$ cat config.mk
export PLATFORM = sky130hd
export DESIGN_NAME = chacha20_stream_cipher
export DESIGN_NICKNAME = d
export VERILOG_FILES = /design/src/cc20_pkg.sv /design/src/cc20_front.sv /design/src/cc20_core.sv /design/src/cc20_back.sv /design/src/chacha20_stream_cipher.sv
export VERILOG_INCLUDE_DIRS = /design/src /design/src/src
export SDC_FILE = /design/constraint.sdc
export NUM_CORES = 2
export LEC_CHECK = 0
export BUFFER_PORTS_ARGS = -buffer_cell sky130_fd_sc_hd__buf_2
export CAP_MARGIN = 30
export CORE_ASPECT_RATIO = 1.75
export CORE_MARGIN = 2
export CORE_UTILIZATION = 30
export DETAILED_ROUTE_END_ITERATION = 16
export PLACE_DENSITY = 0.57
export SLEW_MARGIN = 10
export SYNTH_ARGS = -nofsm -noshare
export SYNTH_HDL_FRONTEND = slang
export SYNTH_SLANG_ARGS = --single-unit
$ cat constraint.sdc
create_clock -name clk -period 13.5 [get_ports clk]
set_input_delay 0 -clock clk [delete_from_list [all_inputs] [get_ports clk]]
set_output_delay 0 -clock clk [all_outputs]
set_load 0.1 [all_outputs]
$ cat src/chacha20_stream_cipher_macros.svh
// ----------------------------------------------------------------------------
// chacha20_stream_cipher_macros
// Assertion helpers for the stream cipher modules; only cc20_back includes them.
// ----------------------------------------------------------------------------
`ifndef CHACHA20_STREAM_CIPHER_MACROS_SVH
`define CHACHA20_STREAM_CIPHER_MACROS_SVH

// same-cycle implication, checked on every clock outside reset
`define CC20_ASSERT_NOW(lbl, ante, cons, msg) \
	lbl: assert property (@(posedge clk) disable iff (!arst_n) (ante) |-> (cons)) \
		else $error(msg);

// next-cycle implication, checked on every clock outside reset
`define CC20_ASSERT_NEXT(lbl, ante, cons, msg) \
	lbl: assert property (@(posedge clk) disable iff (!arst_n) (ante) |=> (cons)) \
		else $error(msg);

`endif

$ cat src/cc20_pkg.sv
// ----------------------------------------------------------------------------
// cc20_pkg
// Types, constants and state helpers for the ChaCha20 stream cipher.
// ----------------------------------------------------------------------------
package cc20_pkg;

	localparam int unsigned ROUND_COUNT_DEF = 20;
	localparam int unsigned QUEUE_DEPTH     = 4;

	// block constant words
	localparam logic [31:0] SIGMA_0 = 32'h61707865;
	localparam logic [31:0] SIGMA_1 = 32'h3320646e;
	localparam logic [31:0] SIGMA_2 = 32'h79622d32;
	localparam logic [31:0] SIGMA_3 = 32'h6b206574;

	// quarter-round rotate amounts
	localparam int unsigned ROT_A = 16;
	localparam int unsigned ROT_B = 12;
	localparam int unsigned ROT_C = 8;
	localparam int unsigned ROT_D = 7;

	// register map indexes
	localparam logic [2:0] REG_KEY_PART_0      = 3'd0;
	localparam logic [2:0] REG_KEY_PART_1      = 3'd1;
	localparam logic [2:0] REG_KEY_PART_2      = 3'd2;
	localparam logic [2:0] REG_KEY_PART_3      = 3'd3;
	localparam logic [2:0] REG_NONCE_LOW       = 3'd4;
	localparam logic [2:0] REG_NONCE_HIGH      = 3'd5;
	localparam logic [2:0] REG_INITIAL_COUNTER = 3'd6;

	typedef logic [31:0] word_t;
	typedef word_t [15:0] blk_t;

	typedef struct packed {
		word_t plaintext_word;
		logic  restart;
	} item_t;

	typedef struct packed {
		word_t a;
		word_t b;
		word_t c;
		word_t d;
	} qr_t;

	typedef struct packed {
		logic busy;
		logic done;
	} core_stat_t;

	function automatic word_t rotl(input word_t x, input int unsigned n);
		return (x << n) | (x >> (32 - n));
	endfunction

	// half a quarter-round: the 16/12 pair, or the 8/7 pair when second is set
	function automatic qr_t qr_half(input qr_t v, input logic second);
		qr_t r;
		r = v;
		r.a = v.a + v.b;
		r.d = second ? rotl(v.d ^ r.a, ROT_C) : rotl(v.d ^ r.a, ROT_A);
		r.c = v.c + r.d;
		r.b = second ? rotl(v.b ^ r.c, ROT_D) : rotl(v.b ^ r.c, ROT_B);
		return r;
	endfunction

	// starting state: constants, key, counter, nonce
	function automatic blk_t build_state(input logic [255:0] key, input logic [95:0] nonce,
			input word_t ctr);
		blk_t s;
		s[0] = SIGMA_0;
		s[1] = SIGMA_1;
		s[2] = SIGMA_2;
		s[3] = SIGMA_3;
		for (int i = 0; i < 8; i++) begin
			s[4 + i] = key[32*i +: 32];
		end
		s[12] = ctr;
		for (int i = 0; i < 3; i++) begin
			s[13 + i] = nonce[32*i +: 32];
		end
		return s;
	endfunction

endpackage

$ cat src/cc20_front.sv
// ----------------------------------------------------------------------------
// cc20_front
// Input side: takes words from the input channel into a short queue.
// ----------------------------------------------------------------------------
module cc20_front (
	input  logic             clk,
	input  logic             arst_n,
	input  logic             in_valid,
	output logic             in_ready,
	input  cc20_pkg::word_t  plaintext_word,
	input  logic             restart,
	output logic             head_valid,
	output cc20_pkg::item_t  head,
	input  logic             pop
);

	localparam int unsigned PTR_W = $clog2(cc20_pkg::QUEUE_DEPTH);
	localparam int unsigned CNT_W = $clog2(cc20_pkg::QUEUE_DEPTH + 1);

	cc20_pkg::item_t  slot_q [cc20_pkg::QUEUE_DEPTH];
	logic [PTR_W-1:0] wr_ptr_q;
	logic [PTR_W-1:0] rd_ptr_q;
	logic [CNT_W-1:0] count_q;
	logic             push;

	assign in_ready   = (count_q != CNT_W'(cc20_pkg::QUEUE_DEPTH));
	assign push       = in_valid && in_ready;
	assign head_valid = (count_q != '0);
	assign head       = slot_q[rd_ptr_q];

	// store accepted word with its restart mark
	always_ff @(posedge clk) begin
		if (push) begin
			slot_q[wr_ptr_q] <= '{plaintext_word: plaintext_word, restart: restart};
		end
	end

	// advance pointers and fill count
	always_ff @(posedge clk or negedge arst_n) begin
		if (!arst_n) begin
			wr_ptr_q <= '0;
			rd_ptr_q <= '0;
			count_q  <= '0;
		end else begin
			if (push) begin
				wr_ptr_q <= wr_ptr_q + PTR_W'(1);
			end
			if (pop) begin
				rd_ptr_q <= rd_ptr_q + PTR_W'(1);
			end
			if (push && !pop) begin
				count_q <= count_q + CNT_W'(1);
			end else if (pop && !push) begin
				count_q <= count_q - CNT_W'(1);
			end
		end
	end

endmodule

$ cat src/cc20_core.sv
// ----------------------------------------------------------------------------
// cc20_core
// Keystream block engine: half a quarter-round on four lanes per cycle.
// ----------------------------------------------------------------------------
module cc20_core #(
	parameter int unsigned ROUND_COUNT = cc20_pkg::ROUND_COUNT_DEF
) (
	input  logic                 clk,
	input  logic                 arst_n,
	input  logic                 start,
	input  logic [255:0]         key,
	input  logic [95:0]          nonce,
	input  cc20_pkg::word_t      ctr,
	input  logic [3:0]           word_sel,
	output cc20_pkg::word_t      ks_word,
	output cc20_pkg::core_stat_t stat
);

	localparam int unsigned RND_W = $clog2(ROUND_COUNT);
	localparam logic [RND_W-1:0] LAST_ROUND = RND_W'(ROUND_COUNT - 1);

	localparam logic [1:0] C_IDLE = 2'd0;
	localparam logic [1:0] C_RUN  = 2'd1;
	localparam logic [1:0] C_ADD  = 2'd2;

	logic [1:0]       state_q;
	logic [RND_W-1:0] round_q;
	logic             half_q;
	cc20_pkg::word_t  ctr_q;
	cc20_pkg::blk_t   x_q;
	cc20_pkg::blk_t   x_d;
	cc20_pkg::blk_t   init;
	logic             diag;
	logic [3:0]       lane_a [4];
	logic [3:0]       lane_b [4];
	logic [3:0]       lane_c [4];
	logic [3:0]       lane_d [4];
	cc20_pkg::qr_t    lane_out [4];

	assign init    = cc20_pkg::build_state(key, nonce, ctr_q);
	assign diag    = round_q[0];
	assign ks_word = x_q[word_sel];
	assign stat    = '{busy: (state_q != C_IDLE), done: (state_q == C_ADD)};

	// pick lane words: columns, or diagonals on odd rounds
	always_comb begin
		for (int j = 0; j < 4; j++) begin
			lane_a[j] = {2'b00, 2'(j)};
			lane_b[j] = {2'b01, 2'(j) + (diag ? 2'd1 : 2'd0)};
			lane_c[j] = {2'b10, 2'(j) + (diag ? 2'd2 : 2'd0)};
			lane_d[j] = {2'b11, 2'(j) + (diag ? 2'd3 : 2'd0)};
		end
	end

	// run the four lanes in parallel and scatter back
	always_comb begin
		x_d = x_q;
		for (int j = 0; j < 4; j++) begin
			lane_out[j] = cc20_pkg::qr_half('{a: x_q[lane_a[j]], b: x_q[lane_b[j]],
				c: x_q[lane_c[j]], d: x_q[lane_d[j]]}, half_q);
			x_d[lane_a[j]] = lane_out[j].a;
			x_d[lane_b[j]] = lane_out[j].b;
			x_d[lane_c[j]] = lane_out[j].c;
			x_d[lane_d[j]] = lane_out[j].d;
		end
	end

	// working state: load, round steps, add back the start state
	always_ff @(posedge clk) begin
		if (start && state_q == C_IDLE) begin
			x_q   <= cc20_pkg::build_state(key, nonce, ctr);
			ctr_q <= ctr;
		end else if (state_q == C_RUN) begin
			x_q <= x_d;
		end else if (state_q == C_ADD) begin
			for (int i = 0; i < 16; i++) begin
				x_q[i] <= x_q[i] + init[i];
			end
		end
	end

	// sequence rounds and halves
	always_ff @(posedge clk or negedge arst_n) begin
		if (!arst_n) begin
			state_q <= C_IDLE;
			round_q <= '0;
			half_q  <= 1'b0;
		end else begin
			case (state_q)
				C_IDLE: begin
					if (start) begin
						state_q <= C_RUN;
						round_q <= '0;
						half_q  <= 1'b0;
					end
				end
				C_RUN: begin
					half_q <= !half_q;
					if (half_q) begin
						if (round_q == LAST_ROUND) begin
							state_q <= C_ADD;
						end else begin
							round_q <= round_q + RND_W'(1);
						end
					end
				end
				C_ADD: begin
					state_q <= C_IDLE;
				end
				default: begin
					state_q <= C_IDLE;
				end
			endcase
		end
	end

endmodule

$ cat src/cc20_back.sv
// ----------------------------------------------------------------------------
// cc20_back
// Output side: tracks word index and block counter, starts block generation,
// XORs each word with its keystream word into the output register.
// ----------------------------------------------------------------------------
`include "chacha20_stream_cipher_macros.svh"

module cc20_back (
	input  logic                 clk,
	input  logic                 arst_n,
	input  logic                 head_valid,
	input  cc20_pkg::item_t      head,
	output logic                 pop,
	input  cc20_pkg::word_t      initial_counter,
	output logic                 core_start,
	output cc20_pkg::word_t      core_ctr,
	output logic [3:0]           word_sel,
	input  cc20_pkg::word_t      ks_word,
	input  cc20_pkg::core_stat_t core_stat,
	output logic                 out_valid,
	input  logic                 out_ready,
	output cc20_pkg::word_t      ciphertext_word,
	output logic                 block_end
);

	localparam logic [1:0] BK_IDLE  = 2'd0;
	localparam logic [1:0] BK_GEN   = 2'd1;
	localparam logic [1:0] BK_READY = 2'd2;

	logic [1:0]      state_q;
	logic [3:0]      word_index_q;
	cc20_pkg::word_t block_counter_q;
	logic            out_valid_q;
	cc20_pkg::word_t ciphertext_q;
	logic            block_end_q;
	logic [3:0]      eff_idx;
	cc20_pkg::word_t eff_ctr;
	logic            slot_free;

	// restart applies before the word it comes with
	assign eff_idx    = head.restart ? 4'd0 : word_index_q;
	assign eff_ctr    = head.restart ? initial_counter : block_counter_q;
	assign slot_free  = !out_valid_q || out_ready;
	assign core_start = head_valid && (state_q == BK_IDLE) && (eff_idx == 4'd0);
	assign core_ctr   = eff_ctr;
	assign word_sel   = eff_idx;
	assign pop        = head_valid && slot_free &&
		(((state_q == BK_IDLE) && (eff_idx != 4'd0)) || (state_q == BK_READY));

	assign out_valid       = out_valid_q;
	assign ciphertext_word = ciphertext_q;
	assign block_end       = block_end_q;

	// hold result word until taken
	always_ff @(posedge clk) begin
		if (pop) begin
			ciphertext_q <= head.plaintext_word ^ ks_word;
			block_end_q  <= (eff_idx == 4'hf);
		end
	end

	// block sequencing, index and counter
	always_ff @(posedge clk or negedge arst_n) begin
		if (!arst_n) begin
			state_q         <= BK_IDLE;
			word_index_q    <= '0;
			block_counter_q <= '0;
			out_valid_q     <= 1'b0;
		end else begin
			case (state_q)
				BK_IDLE: begin
					if (core_start) begin
						state_q <= BK_GEN;
					end
				end
				BK_GEN: begin
					if (core_stat.done) begin
						state_q <= BK_READY;
					end
				end
				BK_READY: begin
					if (pop) begin
						state_q <= BK_IDLE;
					end
				end
				default: begin
					state_q <= BK_IDLE;
				end
			endcase
			if (pop) begin
				word_index_q    <= eff_idx + 4'd1;
				block_counter_q <= (eff_idx == 4'hf) ? eff_ctr + 32'd1 : eff_ctr;
				out_valid_q     <= 1'b1;
			end else if (out_ready) begin
				out_valid_q <= 1'b0;
			end
		end
	end

	`CC20_ASSERT_NOW(a_pop_core_idle, pop, !core_stat.busy, "word issued while core runs")
	`CC20_ASSERT_NOW(a_start_core_idle, core_start, !core_stat.busy, "core started while busy")
	`CC20_ASSERT_NOW(a_done_in_gen, core_stat.done, state_q == BK_GEN, "core done outside gen")
	`CC20_ASSERT_NEXT(a_wrap_index, pop && (eff_idx == 4'hf), word_index_q == 4'd0,
		"word index did not wrap after block end")

endmodule

$ cat src/chacha20_stream_cipher.sv
// ----------------------------------------------------------------------------
// chacha20_stream_cipher
// ChaCha20 keystream XOR, one 32-bit word per transfer, APB register port.
// ----------------------------------------------------------------------------
// Channel  Handshake                 Payload
// in       in_valid / in_ready       plaintext_word, restart
// out      out_valid / out_ready     ciphertext_word, block_end
// cfg      psel/penable/pwrite/pready paddr, pwdata, prdata (64-bit, 8-byte map)
//
// The first word of each block waits for the core: the load, every round in two
// half-round steps, the add-back of the start state, then the issue. The other
// 15 words of the block issue one per cycle while words are queued and the
// output is not stalled. The four-entry input queue accepts words while the core
// runs or the output stalls, until it is full.
// Reset empties the queue and clears the word index, block counter, output valid and config registers.
// ----------------------------------------------------------------------------
module chacha20_stream_cipher #(
	parameter int unsigned ROUND_COUNT = cc20_pkg::ROUND_COUNT_DEF
) (
	input  logic        clk,
	input  logic        arst_n,
	input  logic        in_valid,
	output logic        in_ready,
	input  logic [31:0] plaintext_word,
	input  logic        restart,
	output logic        out_valid,
	input  logic        out_ready,
	output logic [31:0] ciphertext_word,
	output logic        block_end,
	input  logic        psel,
	input  logic        penable,
	input  logic        pwrite,
	input  logic [5:0]  paddr,
	input  logic [63:0] pwdata,
	output logic [63:0] prdata,
	output logic        pready
);

	logic [63:0]          key_part_0_q;
	logic [63:0]          key_part_1_q;
	logic [63:0]          key_part_2_q;
	logic [63:0]          key_part_3_q;
	logic [63:0]          nonce_low_q;
	logic [31:0]          nonce_high_q;
	logic [31:0]          initial_counter_q;
	logic [2:0]           reg_idx;
	logic                 head_valid;
	cc20_pkg::item_t      head;
	logic                 pop;
	logic                 core_start;
	cc20_pkg::word_t      core_ctr;
	logic [3:0]           word_sel;
	cc20_pkg::word_t      ks_word;
	cc20_pkg::core_stat_t core_stat;

	assign pready  = 1'b1;
	assign reg_idx = paddr[5:3];

	// write configuration registers
	always_ff @(posedge clk or negedge arst_n) begin
		if (!arst_n) begin
			key_part_0_q      <= '0;
			key_part_1_q      <= '0;
			key_part_2_q      <= '0;
			key_part_3_q      <= '0;
			nonce_low_q       <= '0;
			nonce_high_q      <= '0;
			initial_counter_q <= '0;
		end else if (psel && penable && pwrite && pready) begin
			case (reg_idx)
				cc20_pkg::REG_KEY_PART_0:      key_part_0_q      <= pwdata;
				cc20_pkg::REG_KEY_PART_1:      key_part_1_q      <= pwdata;
				cc20_pkg::REG_KEY_PART_2:      key_part_2_q      <= pwdata;
				cc20_pkg::REG_KEY_PART_3:      key_part_3_q      <= pwdata;
				cc20_pkg::REG_NONCE_LOW:       nonce_low_q       <= pwdata;
				cc20_pkg::REG_NONCE_HIGH:      nonce_high_q      <= pwdata[31:0];
				cc20_pkg::REG_INITIAL_COUNTER: initial_counter_q <= pwdata[31:0];
				default: begin
				end
			endcase
		end
	end

	// read back registers
	always_comb begin
		case (reg_idx)
			cc20_pkg::REG_KEY_PART_0:      prdata = key_part_0_q;
			cc20_pkg::REG_KEY_PART_1:      prdata = key_part_1_q;
			cc20_pkg::REG_KEY_PART_2:      prdata = key_part_2_q;
			cc20_pkg::REG_KEY_PART_3:      prdata = key_part_3_q;
			cc20_pkg::REG_NONCE_LOW:       prdata = nonce_low_q;
			cc20_pkg::REG_NONCE_HIGH:      prdata = {32'd0, nonce_high_q};
			cc20_pkg::REG_INITIAL_COUNTER: prdata = {32'd0, initial_counter_q};
			default:                       prdata = '0;
		endcase
	end

	cc20_front u_front (
		.clk            (clk),
		.arst_n         (arst_n),
		.in_valid       (in_valid),
		.in_ready       (in_ready),
		.plaintext_word (plaintext_word),
		.restart        (restart),
		.head_valid     (head_valid),
		.head           (head),
		.pop            (pop)
	);

	cc20_core #(
		.ROUND_COUNT (ROUND_COUNT)
	) u_core (
		.clk      (clk),
		.arst_n   (arst_n),
		.start    (core_start),
		.key      ({key_part_3_q, key_part_2_q, key_part_1_q, key_part_0_q}),
		.nonce    ({nonce_high_q, nonce_low_q}),
		.ctr      (core_ctr),
		.word_sel (word_sel),
		.ks_word  (ks_word),
		.stat     (core_stat)
	);

	cc20_back u_back (
		.clk             (clk),
		.arst_n          (arst_n),
		.head_valid      (head_valid),
		.head            (head),
		.pop             (pop),
		.initial_counter (initial_counter_q),
		.core_start      (core_start),
		.core_ctr        (core_ctr),
		.word_sel        (word_sel),
		.ks_word         (ks_word),
		.core_stat       (core_stat),
		.out_valid       (out_valid),
		.out_ready       (out_ready),
		.ciphertext_word (ciphertext_word),
		.block_end       (block_end)
	);

endmodule

Word level (Yosys, flattened, before mapping)
Memory sizes are Yosys's and may differ from the RTL's.
Cells that the tools add are included.
{"block": "op_classes", "order_cmp": 25, "n_eq_ne": 20, "muxes": 99, "n_reduce_logical": 51, "n_bitwise": 25, "add_sub_neg": 40}
{"cell": "$bwmux W512", "n": 12}
{"cell": "$mux W512", "n": 3}
{"cell": "$mux W32", "n": 35}
{"cell": "$bmux W32 S2", "n": 12}
{"cell": "$demux W32 S2", "n": 12}
{"cell": "$add A32 B32 Y32", "n": 20}
{"cell": "$pmux W64 S7", "n": 1}
{"cell": "$xor A32 B32 Y32", "n": 9}
{"cell": "$bmux W32 S4", "n": 1}
{"cell": "$or A32 B12 Y32", "n": 4}
{"cell": "$or A32 B16 Y32", "n": 4}
{"cell": "$or A32 B7 Y32", "n": 4}
{"cell": "$or A32 B8 Y32", "n": 4}
{"cell": "$add A32 B31 Y32 const B", "n": 3}
{"cell": "$lt A4 B5 Y1 const B", "n": 9}
{"cell": "$add A32 B1 Y32 const B", "n": 1}
{"cell": "$add A32 B30 Y32 const B", "n": 1}
{"cell": "$ge A4 B1 Y1 const B", "n": 8}
{"cell": "$logic_and A1 B1 Y1", "n": 23}
{"cell": "$lt A3 B5 Y1 const B", "n": 4}
{"cell": "$reduce_and A2 Y1", "n": 8}
{"cell": "$mux W5", "n": 3}
{"cell": "$mux W2", "n": 7}
{"cell": "$add A2 B2 Y2 const A", "n": 6}
{"cell": "35 further kinds", "n": 66}
{"block": "totals", "memories": 1, "out_inout_bits": 100, "elab_cells": 297, "reg_bits": 1015, "ram_bits": 132}
{"memory": "u_front.slot_q", "depth": 4, "width": 33, "rd": 1, "rd_clocked_by_memory_dff": 0, "write_ports": 1, "line": "cc20_front.sv:20", "rtl": "cc20_pkg::item_t slot_q [cc20_pkg::QUEUE_DEPTH];"}

Depth between registers and ports, before layout
{"block": "depth", "word_depth": 25, "ltp_mapped": 53, "depth_no_buf": 44}

Cells and area by module
A second synthesis with hierarchy kept.
{"block": "unflattened", "cells_unflattened": 10922, "area_unflattened_um2": 100915.5}
{"mod": "cc20_core", "area_per_inst_um2": 73342.8, "seq_area_each_um2": 15254.6, "cells_per_inst": 9027, "instances": 1}
{"mod": "chacha20_stream_cipher", "area_per_inst_um2": 17992.3, "seq_area_each_um2": 9609.2, "cells_per_inst": 1278, "instances": 1}
{"mod": "cc20_front", "area_per_inst_um2": 5222.5, "seq_area_each_um2": 4139.0, "cells_per_inst": 208, "instances": 1}
{"mod": "cc20_back", "area_per_inst_um2": 4357.9, "seq_area_each_um2": 1966.9, "cells_per_inst": 409, "instances": 1}

Worst setup path before layout
No wires, ideal clock.
{"block": "synth_timing", "path_type": "reg-to-reg", "start": "register u_front.rd_ptr_q[0]", "end": "register u_core.x_q[128] (netlist name) (enable)", "arrival_time_ns": 12.879, "setup_slack_ns": -0.150, "n_path_buf": 9, "period_less_slack_ns": 13.650, "path_stages_with_launch": 18, "required_ns": 12.729, "setup_ns": 0.771, "path_cell_list": "dfrtp_1 > clkbuf_1 > mux4_2 > clkbuf_1 > clkbuf_1 > clkbuf_1 > clkbuf_1 > nand2b_1 > clkbuf_1 > buf_1 > ha_1 > nand4_1 > nor2_1 > nand2_1 > inv_2 > clkbuf_1 > clkbuf_1 > or3_1"}
{"block": "synth_via", "elab_chain_cells": 6}
{"element": "start: declaration", "line": "cc20_front.sv:22", "rtl": "logic [PTR_W-1:0] rd_ptr_q;"}
{"element": "start signal: assignment", "line": "cc20_front.sv:49", "rtl": "rd_ptr_q <= rd_ptr_q + PTR_W'(1);"}
{"element": "$mem_v2 Z4 W33"}
{"element": "$mux W4", "line": "cc20_back.sv:41", "rtl": "assign eff_idx = head.restart ? 4'd0 : word_index_q;"}
{"element": "$logic_not A4 Y1", "line": "cc20_back.sv:44", "rtl": "assign core_start = head_valid && (state_q == BK_IDLE) && (eff_idx == 4'd0);"}
{"element": "$logic_and A1 B1 Y1", "line": "cc20_back.sv:44"}
{"element": "$logic_and A1 B1 Y1", "line": "cc20_core.sv:70", "rtl": "if (start && state_q == C_IDLE) begin"}
{"element": "$reduce_bool A3 Y1 (no source line)"}
{"element": "end signal: assignment", "line": "cc20_core.sv:71", "rtl": "x_q <= cc20_pkg::build_state(key, nonce, ctr);"}
{"element": "end signal: indexed assignment", "line": "cc20_core.sv:77", "rtl": "x_q[i] <= x_q[i] + init[i];"}
{"element": "end: declaration", "line": "cc20_core.sv:30", "rtl": "cc20_pkg::blk_t x_q;"}
No other way between the ends.
A chain may end at the register's enable or synchronous reset.

Worst setup path in the final report
{"block": "layout_timing", "start": "register u_core.round_q[0]", "end": "register u_core.x_q[234] (netlist name) (data pin)"}
{"block": "layout_via", "elab_chain_cells": 25, "elab_cells_between_ends": 110, "cone_classes": "add/sub: 17; order compare: 8; mux: 57; bitwise: 24; reduce/logical: 4"}
{"element": "start: declaration", "line": "cc20_core.sv:27", "rtl": "logic [RND_W-1:0] round_q;"}
{"element": "start signal: assignment", "line": "cc20_core.sv:103", "rtl": "round_q <= round_q + RND_W'(1);"}
{"element": "$mux W1", "line": "cc20_core.sv:49", "rtl": "lane_b[j] = {2'b01, 2'(j) + (diag ? 2'd1 : 2'd0)};"}
{"element": "$bmux W32 S2", "line": "cc20_core.sv:59", "rtl": "lane_out[j] = cc20_pkg::qr_half('{a: x_q[lane_a[j]], b: x_q[lane_b[j]],"}
{"element": "$mux W32 (not written as such)", "line": "cc20_core.sv:59"}
{"element": "$add A32 B32 Y32", "line": "cc20_pkg.sv:59", "rtl": "r.a = v.a + v.b;"}
{"element": "$xor A32 B32 Y32", "line": "cc20_pkg.sv:60", "rtl": "r.d = second ? rotl(v.d ^ r.a, ROT_C) : rotl(v.d ^ r.a, ROT_A);"}
{"element": "$or A32 B16 Y32 / $or A32 B8 Y32 (equally long branches)", "line": "cc20_pkg.sv:52", "rtl": "return (x << n) | (x >> (32 - n));"}
{"element": "$mux W32", "line": "cc20_pkg.sv:60"}
{"element": "$add A32 B32 Y32", "line": "cc20_pkg.sv:61", "rtl": "r.c = v.c + r.d;"}
{"element": "(+9 left out)"}
{"element": "$bwmux W512", "line": "cc20_core.sv:62", "rtl": "x_d[lane_b[j]] = lane_out[j].b;"}
{"element": "$bwmux W512", "line": "cc20_core.sv:63", "rtl": "x_d[lane_c[j]] = lane_out[j].c;"}
{"element": "$bwmux W512", "line": "cc20_core.sv:64", "rtl": "x_d[lane_d[j]] = lane_out[j].d;"}
{"element": "$bwmux W512", "line": "cc20_core.sv:62"}
{"element": "$bwmux W512", "line": "cc20_core.sv:63"}
{"element": "$bwmux W512 *", "line": "cc20_core.sv:64"}
{"element": "$mux W512 *", "line": "cc20_core.sv:73", "rtl": "end else if (state_q == C_RUN) begin"}
{"element": "$mux W512 *", "line": "cc20_core.sv:70"}
Every way passes the cells marked *; elsewhere a longest branch is shown, timed or not. The select of a mux whose other input is x is not followed.

==> impl_metrics.py <==
metrics = {
    "sta": {
        "hold_viol_final": 0,
        "fin_crit_ns": 12.85,
        "tightest_slew_ns": 1.17,
        "skew_ns": 0.0991,
        "rsz0062_at_grt": "false",
        "timing.slew.headroom_pct": 21.2,
        "slew_violations": 0,
        "setup_viol": 0,
        "worst_slack_ns": 0.654,
        "fmax_mhz": 77.8,
        "setup_tns_ns": 0,
        "fin_crit_sh_pct": 95.2,
    },
    "setup_path": {
        "crit_arrival_ns": 13.45,
        "crit_type": "register to register",
        "crit_path_start_kind": "register",
        "required_ns": 14.10,
        "r2r_slack_ns": 0.65,
        "r2r-start": "u_core.round_q[0]",
        "crit_path_max_fanout": 94,
        "worst-r2r-cell-count": 50,
        "critical-path-max-stage-delay_ns": 0.72,
        "crit_top_cell": "buf_4",
        "critPathCaptureType": "register",
        "critPathSlowestCell": "dfrtp_4",
        "r2r-end": "u_core.x_q[234]",
    },
    "synthesis": {
        "synth_mux_area_share_pct": 15.6,
        "synth-compound-area-share_pct": 20.2,
        "synthSimpleGateAreaFrac_pct": 13.0,
        "ys_ff_latch": 1147,
        "synthArstFlopShare_pct": 38.2,
        "syn_nets": 11900,
        "ys_types": 101,
        "ys_warn_count": 0,
        "synth_ff_type": "edfxtp_1",
        "synth_edf_count": 581,
        "synth_xor_area_share_pct": 7.59,
        "avgSynthCellArea_um2": 8.88,
        "seq_area_frac_synth_pct": 31.4,
        "synthAdderAreaFrac_pct": 8.48,
        "synth_top_family_by_area": "compound AO/OA/AOI/OAI gates",
        "synthCells": 11100,
        "netlist_area_um2": 98500,
    },
    "global_route": {
        "grt_pass1_wl_um": 856000,
        "antenna_found_initial": 81,
        "track_usage_pct": 38.1,
        "grt_max_degree": 143,
        "grt_pass1_vias": 94600,
        "grt_remaining_overflow": 0,
    },
    "detailed_routing": {
        "drt_iter0_drc": 10500,
        "wl_per_cell_um": 40.2,
        "via_count": 97500,
        "drt_pass1_iterations": 6,
        "ant_nets": 0,
        "wl_um": 653000,
        "viasPerCell": 6.01,
        "drc_errors": 0,
    },
    "min_path": {
        "hp-start": "pwdata[45]",
        "whs_endpoint": "key_part_1_q[45]",
        "min_path_type": "primary input to register",
        "min_path_cells": 3,
    },
    "floorplan": {
        "pin_count": 210,
        "dieWidth_um": 437,
        "initial_core_util_pct": 30.1,
        "die_area_um2": 333000,
        "die-height_um": 762,
        "row_count": 278,
        "core_um2": 327000,
    },
    "finish": {
        "nets": 12500,
        "drive_above_1_share_pct": 17.3,
        "fillers": 34100,
        "final_common_cell": "nor2_1",
        "finalNonFillerCells": 16200,
        "mostFrequentLayoutCells": "1,247 x nor2_1, 906 x a21oi_1, 843 x o21ai_0",
        "syn_to_final_growth_pct": 17.6,
    },
    "placement": {
        "portBuffers": 205,
        "dpl.hpwl_um": 532000,
        "dpl.cell_count": 15800,
        "place_worst_setup_slack_ns": 1.05,
        "gp_congestion": 1.14,
    },
    "clock_tree": {
        "insertion_delay_ns": 0.93,
        "clockBufferDepth": 4,
        "clock-root-buffer": "clkbuf_16",
        "cts_hold_buf": 156,
        "post-cts-setup-buffers": 0,
        "ctsResizeCount": 0,
        "htreeDepth": 4,
        "cts_buffers": 138,
        "clk_pin_slew_ns": 0.08,
        "tritoncts": "yes",
        "clock-sinks": 1147,
    },
    "outcome": {
        "status": "completed",
    },
    "run": {
        "cap_viol_max_count": 0,
    },
}
[critical path, delay by kind of cell, from the launching register on]
family | cells | cell delay, ns
fa+ha+maj | 3 | 0.99
flops | 1 | 0.72
simple gates | 3 | 0.41
xor+xnor | 4 | 0.95
buf+inv | 11 | 2.34
compound gates | 26 | 6.13
mux | 3 | 0.87
[kinds of logic after synthesis]
logic type	Yosys count
multiplexers	1355
AND/OR/NAND/NOR	2932
AO/OA/AOI/OAI	3184
other	1
buffers and inverters	973
XOR/XNOR	843
adder cells (fa/ha/maj)	655
flip-flops	1147
[per-layer routing]
| metal | up-vias | wire, µm | track usage [%] |
|---|---|---|---|
| met1 | 48900 | 227000 | 41.0 |
| met3 | 1652 | 43400 | 6.30 |
| met4 | 20 | 84700 | 39.4 |
| met5 | - | 151 | 0 |
| li1 | 42100 | - | - |
| met2 | 4883 | 298000 | 61.8 |
[registers in the layout, summed over array words and instances, names as in the netlist, 64 cells and up]
register	count
key_part_2_q	64
key_part_1_q	64
nonce_low_q	64
u_front.slot_q	132
key_part_3_q	64
u_core.x_q	512
key_part_0_q	64
[synth_stat cells (46+ instances only)]
cell / instances / area, µm²
nor2_1: 1260 / 4730
clkbuf_1: 479 / 1800
o211ai_1: 87 / 653
a211oi_1: 134 / 1010
mux4_2: 80 / 1800
nand2b_1: 88 / 551
a221oi_1: 86 / 753
dfrtp_1: 438 / 11000
a31oi_1: 87 / 544
nand2_1: 828 / 3110
xor2_1: 294 / 2570
a22oi_1: 94 / 706
o21a_1: 104 / 781
a21oi_1: 908 / 4540
mux2_2: 627 / 7060
inv_1: 362 / 1360
a21o_1: 173 / 1300
buf_1: 111 / 417
nor2b_1: 84 / 526
dfxtp_1: 128 / 2560
ha_1: 632 / 7910
mux2i_1: 646 / 6470
and3_1: 88 / 551
xnor2_1: 541 / 4740
a22o_1: 55 / 482
a21boi_0: 55 / 413
nor3_1: 170 / 851
nand3_1: 165 / 826
edfxtp_1: 581 / 17400
or3_1: 84 / 526
o21ai_0: 870 / 4350
o21bai_1: 73 / 548
o221ai_1: 46 / 403
o22ai_1: 128 / 801
[how the worst max path moves through the flow]
stage / endpoint / depth (start not counted) / from / slack [ns]
global route: u_core.x_q[170] / 53 / u_core.round_q[0] / 0.37
finish: u_core.x_q[234] / 50 / u_core.round_q[0] / 0.65
CTS: u_core.x_q[234] / 50 / u_core.round_q[0] / 0.93
floorplan: u_core.x_q[198] / 50 / u_core.round_q[0] / 2.49
detailed placement: u_core.x_q[170] / 41 / u_core.round_q[0] / 1.05
global placement: u_core.x_q[234] / 50 / u_core.round_q[0] / 1.13
[metrics by stage]
| step | hold slack, ns | area (µm²) | util (%) |
|---|---|---|---|
| floorplan | -0.296 | 98500 | - |
| global placement | 0.0661 | 109000 | 33.3 |
| detailed placement | 0.0690 | 109000 | 33.4 |
| CTS | 0.00123 | 115000 | 35.3 |
| global route | 0.0270 | 116000 | 35.4 |
| finish | 0.0185 | 116000 | 35.4 |
[final cells by class]
cell class	instances	area [µm²]	share of cell area, %
repair buffers	1112	8960	7.74
flip-flops and latches	1147	31000	26.8
clock buffers	178	3800	3.28
multi-input cells	8970	64400	55.6
well taps	4340	5430	4.69
diodes	48	120	0.104
clock inverters	65	657	0.567
inverters	369	1420	1.23
Power is not shown: default switching activity piles up to over one toggle a cycle in this logic, so the estimate is an artifact.
